## config.mk

```make
export PLATFORM = sky130hd
export DESIGN_NAME = bnss_datapath
export DESIGN_NICKNAME = d
export VERILOG_FILES = /design/src/hdl/bnss_pkg.sv /design/src/hdl/bnss_datapath.sv
export SDC_FILE = /design/constraint.sdc
export NUM_CORES = 1
export LEC_CHECK = 0
export ABC_CLOCK_PERIOD_IN_PS = 5000
export BUFFER_PORTS_ARGS = -buffer_cell sky130_fd_sc_hd__clkbuf_2
export CORE_ASPECT_RATIO = 1.1
export CORE_MARGIN = 1
export CORE_UTILIZATION = 40
export DETAILED_ROUTE_END_ITERATION = 8
export PLACE_DENSITY_LB_ADDON = 0.08
export SKIP_LAST_GASP = 1
export SYNTH_ARGS = -nofsm -noshare
export SYNTH_HDL_FRONTEND = slang
export SYNTH_SLANG_ARGS = --single-unit
```

## constraint.sdc

```tcl
create_clock -name clk -period 5 [get_ports clk]
set_input_delay 0.75 -clock clk [delete_from_list [all_inputs] [get_ports clk]]
set_output_delay 0.75 -clock clk [all_outputs]
set_load 0.03 [all_outputs]
```

## src/hdl/bnss_pkg.sv

```systemverilog
package bnss_pkg;

	localparam int BNSS_MAX_CHANNELS = 256;
	localparam int BNSS_SHIFT_W      = 28;
	localparam int BNSS_SUM_W        = 29;

	typedef enum logic {
		REQ_LOAD   = 1'b0,
		REQ_SAMPLE = 1'b1
	} req_t;

	typedef struct packed {
		logic [3:0]        shift_code;
		logic signed [7:0] offset;
		logic signed [7:0] scale;
	} param_t;

	typedef struct packed {
		logic ld_s1;
		logic ld_s2;
		logic ld_out;
	} pipe_ctl_t;

	// codes 0-7 shift left, 8 passes, 9-15 shift right (arithmetic)
	function automatic logic signed [BNSS_SHIFT_W-1:0] apply_shift(
		input logic signed [15:0] p,
		input logic [3:0]         code
	);
		logic signed [BNSS_SHIFT_W-1:0] x;
		logic signed [BNSS_SHIFT_W-1:0] r;
		x = BNSS_SHIFT_W'(p);
		case (code)
			4'd0:    r = x <<< 12;
			4'd1:    r = x <<< 10;
			4'd2:    r = x <<< 8;
			4'd3:    r = x <<< 6;
			4'd4:    r = x <<< 4;
			4'd5:    r = x <<< 3;
			4'd6:    r = x <<< 2;
			4'd7:    r = x <<< 1;
			4'd8:    r = x;
			4'd9:    r = x >>> 1;
			4'd10:   r = x >>> 2;
			4'd11:   r = x >>> 3;
			4'd12:   r = x >>> 4;
			4'd13:   r = x >>> 6;
			4'd14:   r = x >>> 8;
			4'd15:   r = x >>> 10;
			default: r = x;
		endcase
		return r;
	endfunction

endpackage

```

## src/hdl/bnss_datapath.sv

```systemverilog
module bnss_datapath
	import bnss_pkg::*;
(
	input  logic              clk,
	input  pipe_ctl_t         ctl,
	input  logic signed [7:0] sample,
	input  logic              en,
	input  logic              in_range,
	input  param_t            rd,
	output logic signed [7:0] result
);

	logic signed [7:0]  sample_s1;
	logic               en_s1;
	logic               range_s1;

	logic signed [15:0] prod_s2;
	logic signed [7:0]  offset_s2;
	logic [3:0]         code_s2;
	logic signed [7:0]  sample_s2;
	logic               en_s2;

	logic signed [7:0]  scale_sel;
	logic signed [7:0]  offset_sel;
	logic [3:0]         code_sel;
	logic signed [15:0] prod;

	logic signed [BNSS_SHIFT_W-1:0] shifted;
	logic signed [BNSS_SUM_W-1:0]   sum;
	logic signed [15:0]             sat;

	logic signed [7:0] result_q;

	// channel beyond table reads as an all-zero entry
	assign scale_sel  = range_s1 ? rd.scale      : 8'sd0;
	assign offset_sel = range_s1 ? rd.offset     : 8'sd0;
	assign code_sel   = range_s1 ? rd.shift_code : 4'd0;
	assign prod       = 16'(sample_s1) * 16'(scale_sel);

	assign shifted = apply_shift(prod_s2, code_s2);
	assign sum     = BNSS_SUM_W'(shifted)
	               + $signed({{(BNSS_SUM_W-16){offset_s2[7]}}, offset_s2, 8'h00});

	always_comb begin
		if (sum > BNSS_SUM_W'(32767)) begin
			sat = 16'sh7fff;
		end else if (sum < -BNSS_SUM_W'(32768)) begin
			sat = -16'sh8000;
		end else begin
			sat = sum[15:0];
		end
	end

	always_ff @(posedge clk) begin
		if (ctl.ld_s1) begin
			sample_s1 <= sample;
			en_s1     <= en;
			range_s1  <= in_range;
		end
	end

	always_ff @(posedge clk) begin
		if (ctl.ld_s2) begin
			prod_s2   <= prod;
			offset_s2 <= offset_sel;
			code_s2   <= code_sel;
			sample_s2 <= sample_s1;
			en_s2     <= en_s1;
		end
	end

	always_ff @(posedge clk) begin
		if (ctl.ld_out) begin
			result_q <= en_s2 ? sat[15:8] : sample_s2;
		end
	end

	assign result = result_q;

endmodule

```

==> results of run 1 <==
==> final cells by class <==
cell class	instances	area, um^2	area share, %
clock inverter	3	28.8	0.372
timing repair buffer	111	769	9.94
clock buffer	5	125	1.62
inverter	83	312	4.03
multi-input combinational	565	4600	59.4
sequential	55	1650	21.3
tap	204	255	3.30
==> metrics by stage <==
stage / power [mW] / cells
finish: 3.11 / 1026
global route: 3.36 / 1026
CTS: 3.11 / 1023
detailed placement: 2.74 / 1015
global placement: 2.72 / 1015
floorplan: 2.13 / 739
==> worst max path at each step <==
stage	startpoint	cells after the start	endpoint	slack [ns]
floorplan	rd[7]	16	prod_s2[14]$_DFFE_PP_	0.001
global placement	rd[7]	17	prod_s2[14]$_DFFE_PP_	-0.17
detailed placement	rd[7]	17	prod_s2[14]$_DFFE_PP_	-0.22
CTS	range_s1$_DFFE_PP_	21	prod_s2[14]$_DFFE_PP_	0.01
global route	range_s1$_DFFE_PP_	21	prod_s2[14]$_DFFE_PP_	-0.05
finish	range_s1$_DFFE_PP_	18	prod_s2[15]$_DFFE_PP_	0.19
==> worst register-to-register path, stage by stage (launching register included) <==
cell	delay, ns
edfxtp_1	0.51
buf_4	0.19
and3_1	0.18
fa_1	0.42
inv_1	0.09
fa_1	0.41
fa_1	0.47
fa_1	0.54
inv_1	0.04
ha_1	0.30
buf_4	0.15
a21oi_2	0.14
o21ai_0	0.09
a21oi_1	0.20
nor2b_1	0.09
o2111ai_1	0.18
nand3_1	0.12
o41a_1	0.34
xnor2_1	0.13
==> layout by cell type, fill, tap and decap left out, types with 3 or more instances in the layout <==
| cell | instances |
|---|---|
| nand4_1 | 6 |
| nor4_1 | 3 |
| or2_2 | 8 |
| edfxtp_1 | 55 |
| o21ai_0 | 32 |
| and2_1 | 15 |
| o211ai_1 | 4 |
| nand2_1 | 48 |
| nor3_1 | 10 |
| a21o_1 | 12 |
| nor2_1 | 59 |
| a221oi_1 | 6 |
| nand2b_1 | 8 |
| fa_1 | 57 |
| xor2_1 | 8 |
| a31oi_1 | 12 |
| a311o_1 | 4 |
| a21oi_2 | 3 |
| clkbuf_2 | 42 |
| inv_1 | 83 |
| ha_1 | 47 |
| mux2i_1 | 6 |
| o22ai_1 | 10 |
| buf_12 | 3 |
| clkbuf_16 | 5 |
| and3_1 | 48 |
| xnor2_1 | 19 |
| a211oi_1 | 6 |
| nand3_1 | 28 |
| o21a_1 | 4 |
| a21oi_1 | 35 |
| buf_4 | 65 |
| o21ai_1 | 6 |
| o32ai_1 | 3 |
| nor2b_1 | 10 |
==> registers in the layout, summed over array words and instances (netlist names) <==
signal and cells:
prod_s2 16, offset_s2 8, result 8, sample_s1 8, sample_s2 8, code_s2 4, en_s1 1, en_s2 1
range_s1 1
==> synth_stat cells (all sizes together) (12+ instances only) <==
cell and instances:
inv 83, nor2 60, fa 57, edfxtp 55
and3 48, ha 48, nand2 48, a21oi 38
o21ai 38, clkbuf 28, nand3 28, xnor2 21
and2 15, a21o 12, a31oi 12
==> metal layers <==
layer  vias up  track usage, %  part of all wire [%]
li1       2795               -                     -
met1      2761            25.0                    44
met2       122            37.3                    51
met3        27            1.20                   2.1
met4         0            7.66                   2.8
met5         -               0                     0
==> report_power, final <==
part	internal [mW]	switching (mW)	total, mW
logic	0.888	1.09	1.98
clock network	0.193	0.161	0.354
registers	0.645	0.133	0.778
total	1.73	1.39	3.11
==> what timing repair did <==
item,4_1_cts,5_1_grt
hold buffers,0,0
endpoints found under the setup margin,0,11
endpoints found under the hold margin,0,0
setup buffers,0,3
resized for setup,0,8
==> kinds of logic (layout without fill, tap and decap cells) <==
group	Yosys count	count (layout)	share of synthesized area (%)
buffers and inverters	119	202	6.77
and+or+nand+nor	249	249	18.9
muxes	9	9	1.74
DFF	55	55	24.8
adders and majority gates	105	105	26.1
xor gates and xnor gates	29	29	4.03
AOI/OAI and AO/OA	173	173	17.7
==> impl_metrics.yaml, run 1 <==
critical_path:
  critPathBufInv: 4
  cp-end-kind: "flip-flop"
  slowest_stage: "fa_1"
  r2r_end: "prod_s2[15]$_DFFE_PP_"
  critical_path.max_stage_delay_ns: 0.54
  worstPathMaxFanout: 6
  path_class: "flip-flop to flip-flop"
  crit_arrival_ns: 4.85
  cp_data_required_time_ns: 5.04
  crit_chain: "buf_4 > and3_1 > fa_1 > inv_1 > fa_1 > fa_1 > fa_1 > inv_1 > ha_1 > buf_4 > a21oi_2 > o21ai_0 > a21oi_1 > nor2b_1 > o2111ai_1 > nand3_1 > o41a_1 > xnor2_1"
  crit_family: "adder cells"
  r2r_slack_ns: 0.19
  r2r_start: "range_s1$_DFFE_PP_"
  crit_top_cell: "fa_1"
  rr_worst_depth: 18
  crit_path_start_kind: "flip-flop"
route:
  drc: 0
  wl_per_cell_um: 16.8
  viasPerCell: 5.56
  drtPass1Iterations: 4
  dr_total_vias: 5705
  wirelength_um: 17200
  ant_nets: 0
  drt_iter0_drc: 356
synth:
  yosysSeqAreaShare_pct: 24.8
  ys_warn_count: 0
  synth_edf_count: 55
  synth_ff_type: "edfxtp_1"
  synth-async-reset-ratio_pct: 0
  synthesis.nets: 878
  synth_top_area_share_pct: 24.8
  synthTopCellsByArea: "edfxtp_1 (25%), fa_1 (17%), ha_1 (9.0%)"
  yosysTopAreaCell: "edfxtp_1"
  synth_seq_cells: 55
  syn_area_um2: 6670
  syn_inst: 739
  synth.distinct_cells: 64
  avgSynthCellArea_um2: 9.03
sta:
  hold_viol: 0
  relSlewSlack_pct: 39.9
  grt_setup_unrepaired: "yes"
  holdWs_ns: 0.429
  tightest_slew_ns: 0.902
  setup_viol: 0
  report.final.slew_viol_count: 0
  fin_ws_ns: 0.193
  period_needed_ns: 4.81
  timing.fmax_ghz: 0.208
  fin_tns_setup_ns: 0
  finalCritPeriodShare_pct: 96.1
  finClkSkew_ns: 0.0102
cells_and_area:
  area_delta_synth_final_pct: 16.0
  utilization_pct: 47.5
  drive_gt1_share_pct: 17.9
  diodes: 0
  nNetsFinal: 960
  design_area_um2: 7740
  num-fill-cells: 1612
clock_network:
  cts_sinks: 55
  cts-buffers-inserted: 5
  root_buffer: "clkbuf_16"
  clk_pin_slew_ns: 0.07
  htree_levels: 2
  cts_tree: "built"
  clockBufferDepth: 2
  clk_latency_ns: 0.29
outcome:
  outcome: "complete, no violations"
placement:
  dp_slack_ns: -0.223
  dp_hpwl_um: 14100
  post_dp_cell_area_um2: 7540
  port-buffer-count: 41
  gp_congestion: 0.936
power:
  p_leak_nw: 3.58
  powerDensity_nw_per_um2: 402
  vdd_drop_max_mv: 0.180
floorplanning:
  dieWidth_um: 125
  start_util_pct: 40.9
  row_count: 49
  core_um2: 16300
  dieHeight_um: 137
  die-area_um2: 17200
  pin_count: 42
min_path:
  hold_end: "en_s2$_DFFE_PP_"
  holdCritStartpoint: "en_s1$_DFFE_PP_"
  hp-class: "flip-flop to flip-flop"
  whs_path_depth: 0
flow_run:
  maxCapViolCount: 0
global_route:
  grt_pass1_vias: 5485
  grt_antenna_before_repair: 0
  grt_max_degree: 38
  track_usage_pct: 20.2
  grt_pass1_wl_um: 27400
  overflow: 0
No activity file was read; power rests on OpenSTA's default activity.
==> run 2: changes to the inputs <==
--- a/config.mk
+++ b/config.mk
@@ -9,7 +9,7 @@
 export BUFFER_PORTS_ARGS = -buffer_cell sky130_fd_sc_hd__clkbuf_2
 export CORE_ASPECT_RATIO = 1.1
 export CORE_MARGIN = 1
-export CORE_UTILIZATION = 40
+export CORE_UTILIZATION = 57
 export DETAILED_ROUTE_END_ITERATION = 8
 export PLACE_DENSITY_LB_ADDON = 0.08
 export SKIP_LAST_GASP = 1
==> run 2 against run 1 <==
- first-iteration DRC count up 21%
- clock skew down 0.0024 ns
- sequential share of layout area up 0.31 points
- fmax down 0.56%
- register-to-register slack worse by 0.03 ns
- setup slack worse by 0.027 ns
- cell count down 6.0%
- clock power down 4%
- critical path type unchanged
- critical endpoint unchanged
- highest routed layer unchanged
==> impl_metrics.yaml, run 2 (synthesis gave the netlist of run 1 again) <==
power:
  p_int_mw: 1.70
  clock_power_share_pct: 11.1
  powerDensity_nw_per_um2: 403
  vdd_drop_max_mv: 0.245
  p_leak_nw: 3.54
  switching_power_mw: 1.37
  total_power_mw: 3.07
  swShare_pct: 44.6
  pwr-share-seq_pct: 24.8
  pwr-share-comb_pct: 64.1
floorplanning:
  die-area_um2: 12100
  row_count: 41
  dieHeight_um: 115
  dieWidth_um: 105
  core_um2: 11400
  pin_count: 42
  start_util_pct: 58.3
placement:
  gp_congestion: 0.950
  port-buffer-count: 41
  dp_hpwl_um: 13300
  dp_slack_ns: -0.246
global_route:
  grt_pass1_vias: 5621
  grt_max_degree: 51
  track_usage_pct: 28.4
  grt_pass1_wl_um: 27000
  overflow: 0
  grt_antenna_before_repair: 0
sta:
  relSlewSlack_pct: 40.2
  finalCritPeriodShare_pct: 96.7
  timing.fmax_ghz: 0.207
  grt_setup_unrepaired: "yes"
  holdWs_ns: 0.427
  finClkSkew_ns: 0.00777
  hold_viol: 0
  report.final.slew_viol_count: 0
  tightest_slew_ns: 0.897
  fin_ws_ns: 0.166
  period_needed_ns: 4.83
  setup_viol: 0
clock_network:
  root_buffer: "clkbuf_16"
  clockBufferDepth: 2
  cts_sinks: 55
  htree_levels: 2
  cts_tree: "built"
  cts_hold_buf: 0
  clk_pin_slew_ns: 0.07
  clk_latency_ns: 0.29
  cts-buffers-inserted: 5
critical_path:
  crit_path_start_kind: "flip-flop"
  cp-end-kind: "flip-flop"
  critical_path.max_stage_delay_ns: 0.54
  r2r_slack_ns: 0.17
  worstPathMaxFanout: 6
  crit_family: "adder cells"
  cp_data_required_time_ns: 5.04
  crit_top_cell: "fa_1"
  crit_arrival_ns: 4.87
  critPathBufInv: 5
  path_class: "flip-flop to flip-flop"
  slowest_stage: "fa_1"
  crit_chain: "buf_4 > buf_6 > and3_1 > fa_1 > inv_1 > fa_1 > fa_1 > fa_1 > inv_1 > ha_1 > buf_4 > a21oi_2 > nor2b_1 > o2111ai_1 > nand3_1 > o41a_1 > xnor2_1"
cells_and_area:
  top_register: "prod_s2"
  diodes: 0
  num-fill-cells: 914
  drive_gt1_share_pct: 17.3
  area_delta_synth_final_pct: 14.4
  nNetsFinal: 952
  utilization_pct: 66.7
  mostFrequentLayoutCells: "inv_1 (82), nor2_1 (59), fa_1 (56), edfxtp_1 (55), buf_4 (55)"
  final_common_cell: "inv_1"
  largest_reg_flops: 16
route:
  drtPass1Iterations: 5
  wirelength_um: 16900
  drt_iter0_drc: 430
  viasPerCell: 6.07
  dr_total_vias: 5855
  drc: 0
  wl_per_cell_um: 17.6
  ant_nets: 0
min_path:
  hp-class: "flip-flop to flip-flop"
flow_run:
  maxCapViolCount: 0
outcome:
  outcome: "complete, no violations"
[run 2: power groups by stage]
stage	Sequential, mW	Combinational [mW]	Clock (mW)
2_1_floorplan	0.747	1.38	0
3_3_place_gp	0.771	1.86	0
3_5_place_dp	0.769	1.92	0
4_1_cts	0.759	1.94	0.347
5_1_grt	0.770	2.20	0.367
6_report	0.763	1.97	0.341
[run 2: metal layers]
| layer | global-route usage, % | up-vias | part of all wire, % |
|---|---|---|---|
| met4 | 16.4 | 0 | 5.1 |
| met2 | 50.6 | 212 | 51 |
| met3 | 1.97 | 58 | 4.7 |
| li1 | - | 2769 | - |
| met1 | 34.4 | 2816 | 40 |
| met5 | 0 | - | 0 |
[run 2: area by class of cell]
cell class	instances	area (um^2)	area share, %
clock buffer	6	129	1.69
tap	150	188	2.46
inverter	83	312	4.08
sequential	55	1650	21.7
timing repair buffer	103	731	9.58
multi-input combinational	565	4600	60.3
clock inverter	2	16.3	0.213
[run 2: what timing repair did]
| item | CTS | global route |
|---|---|---|
| buffers inserted | 0 | 9 |
| gates resized for setup | 0 | 16 |
| setup endpoints to repair | 0 | 10 |
[run 2: stage by stage]
stage | std cells | setup TNS (ns) | cell area, um^2
2_1_floorplan | 739 | 0 | 6680
3_3_place_gp | 945 | -0.191 | 7360
3_5_place_dp | 945 | -0.400 | 7360
4_1_cts | 953 | 0 | 7500
5_1_grt | 964 | -0.179 | 7630
6_report | 964 | 0 | 7630
[run 2: worst register-to-register path, cell delays in order (launching register included)]
cell and delay [ns]:
edfxtp_1 0.45, buf_4 0.19, buf_6 0.12, and3_1 0.17, fa_1 0.50, inv_1 0.06
fa_1 0.54, fa_1 0.43, fa_1 0.54, inv_1 0.04, ha_1 0.29, buf_4 0.14
a21oi_2 0.15, nor2b_1 0.07, o2111ai_1 0.21, nand3_1 0.13, o41a_1 0.43, xnor2_1 0.13
[run 2: path summary, 6_finish.rpt]
check / cells past startpoint / endpoint / start
worst min-delay path: 0 / en_s2$_DFFE_PP_ / en_s1$_DFFE_PP_
worst min register to register: 0 / en_s2$_DFFE_PP_ / en_s1$_DFFE_PP_
worst max-delay path: 17 / prod_s2[15]$_DFFE_PP_ / range_s1$_DFFE_PP_
worst max register to register: 17 / prod_s2[15]$_DFFE_PP_ / range_s1$_DFFE_PP_
==> run 3: changes to the inputs <==
--- a/config.mk
+++ b/config.mk
@@ -5,7 +5,7 @@
 export SDC_FILE = /design/constraint.sdc
 export NUM_CORES = 1
 export LEC_CHECK = 0
-export ABC_CLOCK_PERIOD_IN_PS = 5000
+export ABC_CLOCK_PERIOD_IN_PS = 4100
 export BUFFER_PORTS_ARGS = -buffer_cell sky130_fd_sc_hd__clkbuf_2
 export CORE_ASPECT_RATIO = 1.1
 export CORE_MARGIN = 1
==> constraint.sdc (replaced) <==
create_clock -name clk -period 4.1 [get_ports clk]
set_input_delay 0.615 -clock clk [delete_from_list [all_inputs] [get_ports clk]]
set_output_delay 0.615 -clock clk [all_outputs]
set_load 0.03 [all_outputs]
==> run 3 against run 2 <==
- the run now ends with setup timing left
- critical path depth rose by 1
- sequential power rose by 17%
- count of clock-buffer cells in the layout fell by 1
- sequential share of layout area fell by 3.5 points
- clock power rose by 29%
- fmax rose by 2.6%
- combinational power rose by 71%
- register-to-register slack got worse by 0.78 ns
- largest cell class unchanged
==> impl_metrics.yaml, run 3 (synthesis gave the netlist of run 1 again) <==
min_path:
  whs_path_depth: 0
  hp-class: "flip-flop to flip-flop"
  holdCritStartpoint: "en_s1$_DFFE_PP_"
  hold_end: "en_s2$_DFFE_PP_"
clock_network:
  cts_tree: "built"
  clockBufferDepth: 2
  root_buffer: "clkbuf_16"
  clk_latency_ns: 0.30
  clk_pin_slew_ns: 0.07
  cts_hold_buf: 0
  cts-buffers-inserted: 5
  htree_levels: 2
  cts_sinks: 55
floorplanning:
  start_util_pct: 58.3
  die-area_um2: 12100
  row_count: 41
  dieWidth_um: 105
  core_um2: 11400
  dieHeight_um: 115
  pin_count: 42
route:
  drc: 0
  highest_layer: "met4"
  wirelength_um: 21600
  wl_met3_um: 1100
  viasPerCell: 5.99
  drtPass1Iterations: 5
  dr_total_vias: 6526
  wl_met1_um: 8080
  met2_length_um: 11500
  drt_iter0_drc: 453
  wl_per_cell_um: 19.8
  ant_nets: 0
cells_and_area:
  final_common_cell: "buf_4"
  drive_gt1_share_pct: 35.9
  area_delta_synth_final_pct: 36.4
  mostFrequentLayoutCells: "buf_4 (175), inv_1 (79), edfxtp_1 (55), nor2_1 (54), fa_1 (53)"
  nNetsFinal: 1077
  top_register: "prod_s2"
  diodes: 0
  largest_reg_flops: 16
critical_path:
  r2r_end: "prod_s2[15]$_DFFE_PP_"
  crit_arrival_ns: 4.76
  cp_data_required_time_ns: 4.15
  path_class: "flip-flop to flip-flop"
  cp-end-kind: "flip-flop"
  rr_worst_depth: 18
  crit_path_start_kind: "flip-flop"
  worstPathMaxFanout: 29
  r2r_start: "range_s1$_DFFE_PP_"
  r2r_slack_ns: -0.61
sta:
  finClkSkew_ns: 0.00635
  fin_ws_ns: -0.613
  finalCritPeriodShare_pct: 115
  period_needed_ns: 4.71
  setup_viol: 14
  tightest_slew_ns: 0.943
  hold_viol: 0
  grt_setup_unrepaired: "yes"
  relSlewSlack_pct: 37.1
  timing.fmax_ghz: 0.212
  report.final.slew_viol_count: 0
global_route:
  grt_antenna_before_repair: 0
  overflow: 0
  grt_max_degree: 38
  grt_pass1_vias: 6630
  track_usage_pct: 34.4
  grt_pass1_wl_um: 32400
placement:
  dp_slack_ns: -0.725
  dp_hpwl_um: 15600
  gp_congestion: 0.934
  port-buffer-count: 41
power:
  vdd_drop_max_mv: 0.332
  p_leak_nw: 4.29
  total_power_mw: 4.70
  powerDensity_nw_per_um2: 517
flow_run:
  maxCapViolCount: 0
outcome:
  failed_checks: "setup timing"
  outcome: "finished, violations left"
==> run 3: final cells by class <==
cell class,count,area (um^2)
Clock buffer,5,125
Clock inverter,3,27.5
Fill cell,727,2340
Inverter,83,312
Multi-Input combinational cell,565,5040
Sequential cell,55,1650
Tap cell,150,188
Timing Repair Buffer,228,1750
==> run 3: where the power goes <==
| part | leakage [nW] | internal (mW) | switching [mW] | total [mW] |
|---|---|---|---|---|
| combinational | 3.67 | 1.63 | 1.74 | 3.37 |
| sequential | 0.543 | 0.786 | 0.108 | 0.894 |
| clock | 0.0723 | 0.233 | 0.206 | 0.439 |
| total | 4.29 | 2.65 | 2.05 | 4.70 |
==> run 3: worst max-delay path by stage <==
stage / from / to / slack, ns / depth (start not counted)
2_1_floorplan: range_s1$_DFFE_PP_ / prod_s2[14]$_DFFE_PP_ / -0.36 / 17
3_3_place_gp: rd[1] / prod_s2[14]$_DFFE_PP_ / -0.58 / 20
3_5_place_dp: rd[1] / prod_s2[14]$_DFFE_PP_ / -0.72 / 20
4_1_cts: range_s1$_DFFE_PP_ / prod_s2[15]$_DFFE_PP_ / -0.51 / 18
5_1_grt: range_s1$_DFFE_PP_ / prod_s2[15]$_DFFE_PP_ / -0.79 / 20
6_report: range_s1$_DFFE_PP_ / prod_s2[15]$_DFFE_PP_ / -0.61 / 18
==> run 3: worst max-delay path, stage by stage, from the launching register on <==
cell	delay (ns)
edfxtp_1	0.46
buf_12	0.20
and3_4	0.18
fa_2	0.39
inv_2	0.06
fa_1	0.44
fa_1	0.51
fa_1	0.54
inv_2	0.05
ha_4	0.21
buf_4	0.13
a21oi_2	0.16
o21ai_2	0.08
a21oi_2	0.16
nor2b_1	0.08
o2111ai_1	0.18
nand3_1	0.13
o41a_1	0.34
xnor2_1	0.13
==> run 3: repair_timing <==
action,in CTS,in global routing
setup buffers,21,8
gates resized for setup,54,33
endpoints found under the setup margin,14,16
gates cloned,3,2
pin swaps,33,23
==> run 3: per-layer routing <==
metal  track usage, %  vias to the layer above
met2             66.2                      280
met4             16.4                        0
met3             2.81                       78
met5                0                        -
li1                 -                     3024
met1             38.9                     3144
==> run 3: stage by stage <==
| stage | std cells | hold slack, ns | setup TNS, ns | utilization, % | instance area, um^2 |
|---|---|---|---|---|---|
| 3_3_place_gp | 1049 | 0.402 | -5.25 | 71.9 | 8230 |
| 6_report | 1089 | 0.439 | -4.60 | 79.5 | 9100 |
| 5_1_grt | 1089 | 0.450 | -7.21 | 79.5 | 9100 |
| 3_5_place_dp | 1049 | 0.458 | -6.55 | 71.9 | 8230 |
| 4_1_cts | 1079 | 0.475 | -2.52 | 77.2 | 8830 |
| 2_1_floorplan | 739 | 0.400 | -0.867 | - | 6840 |
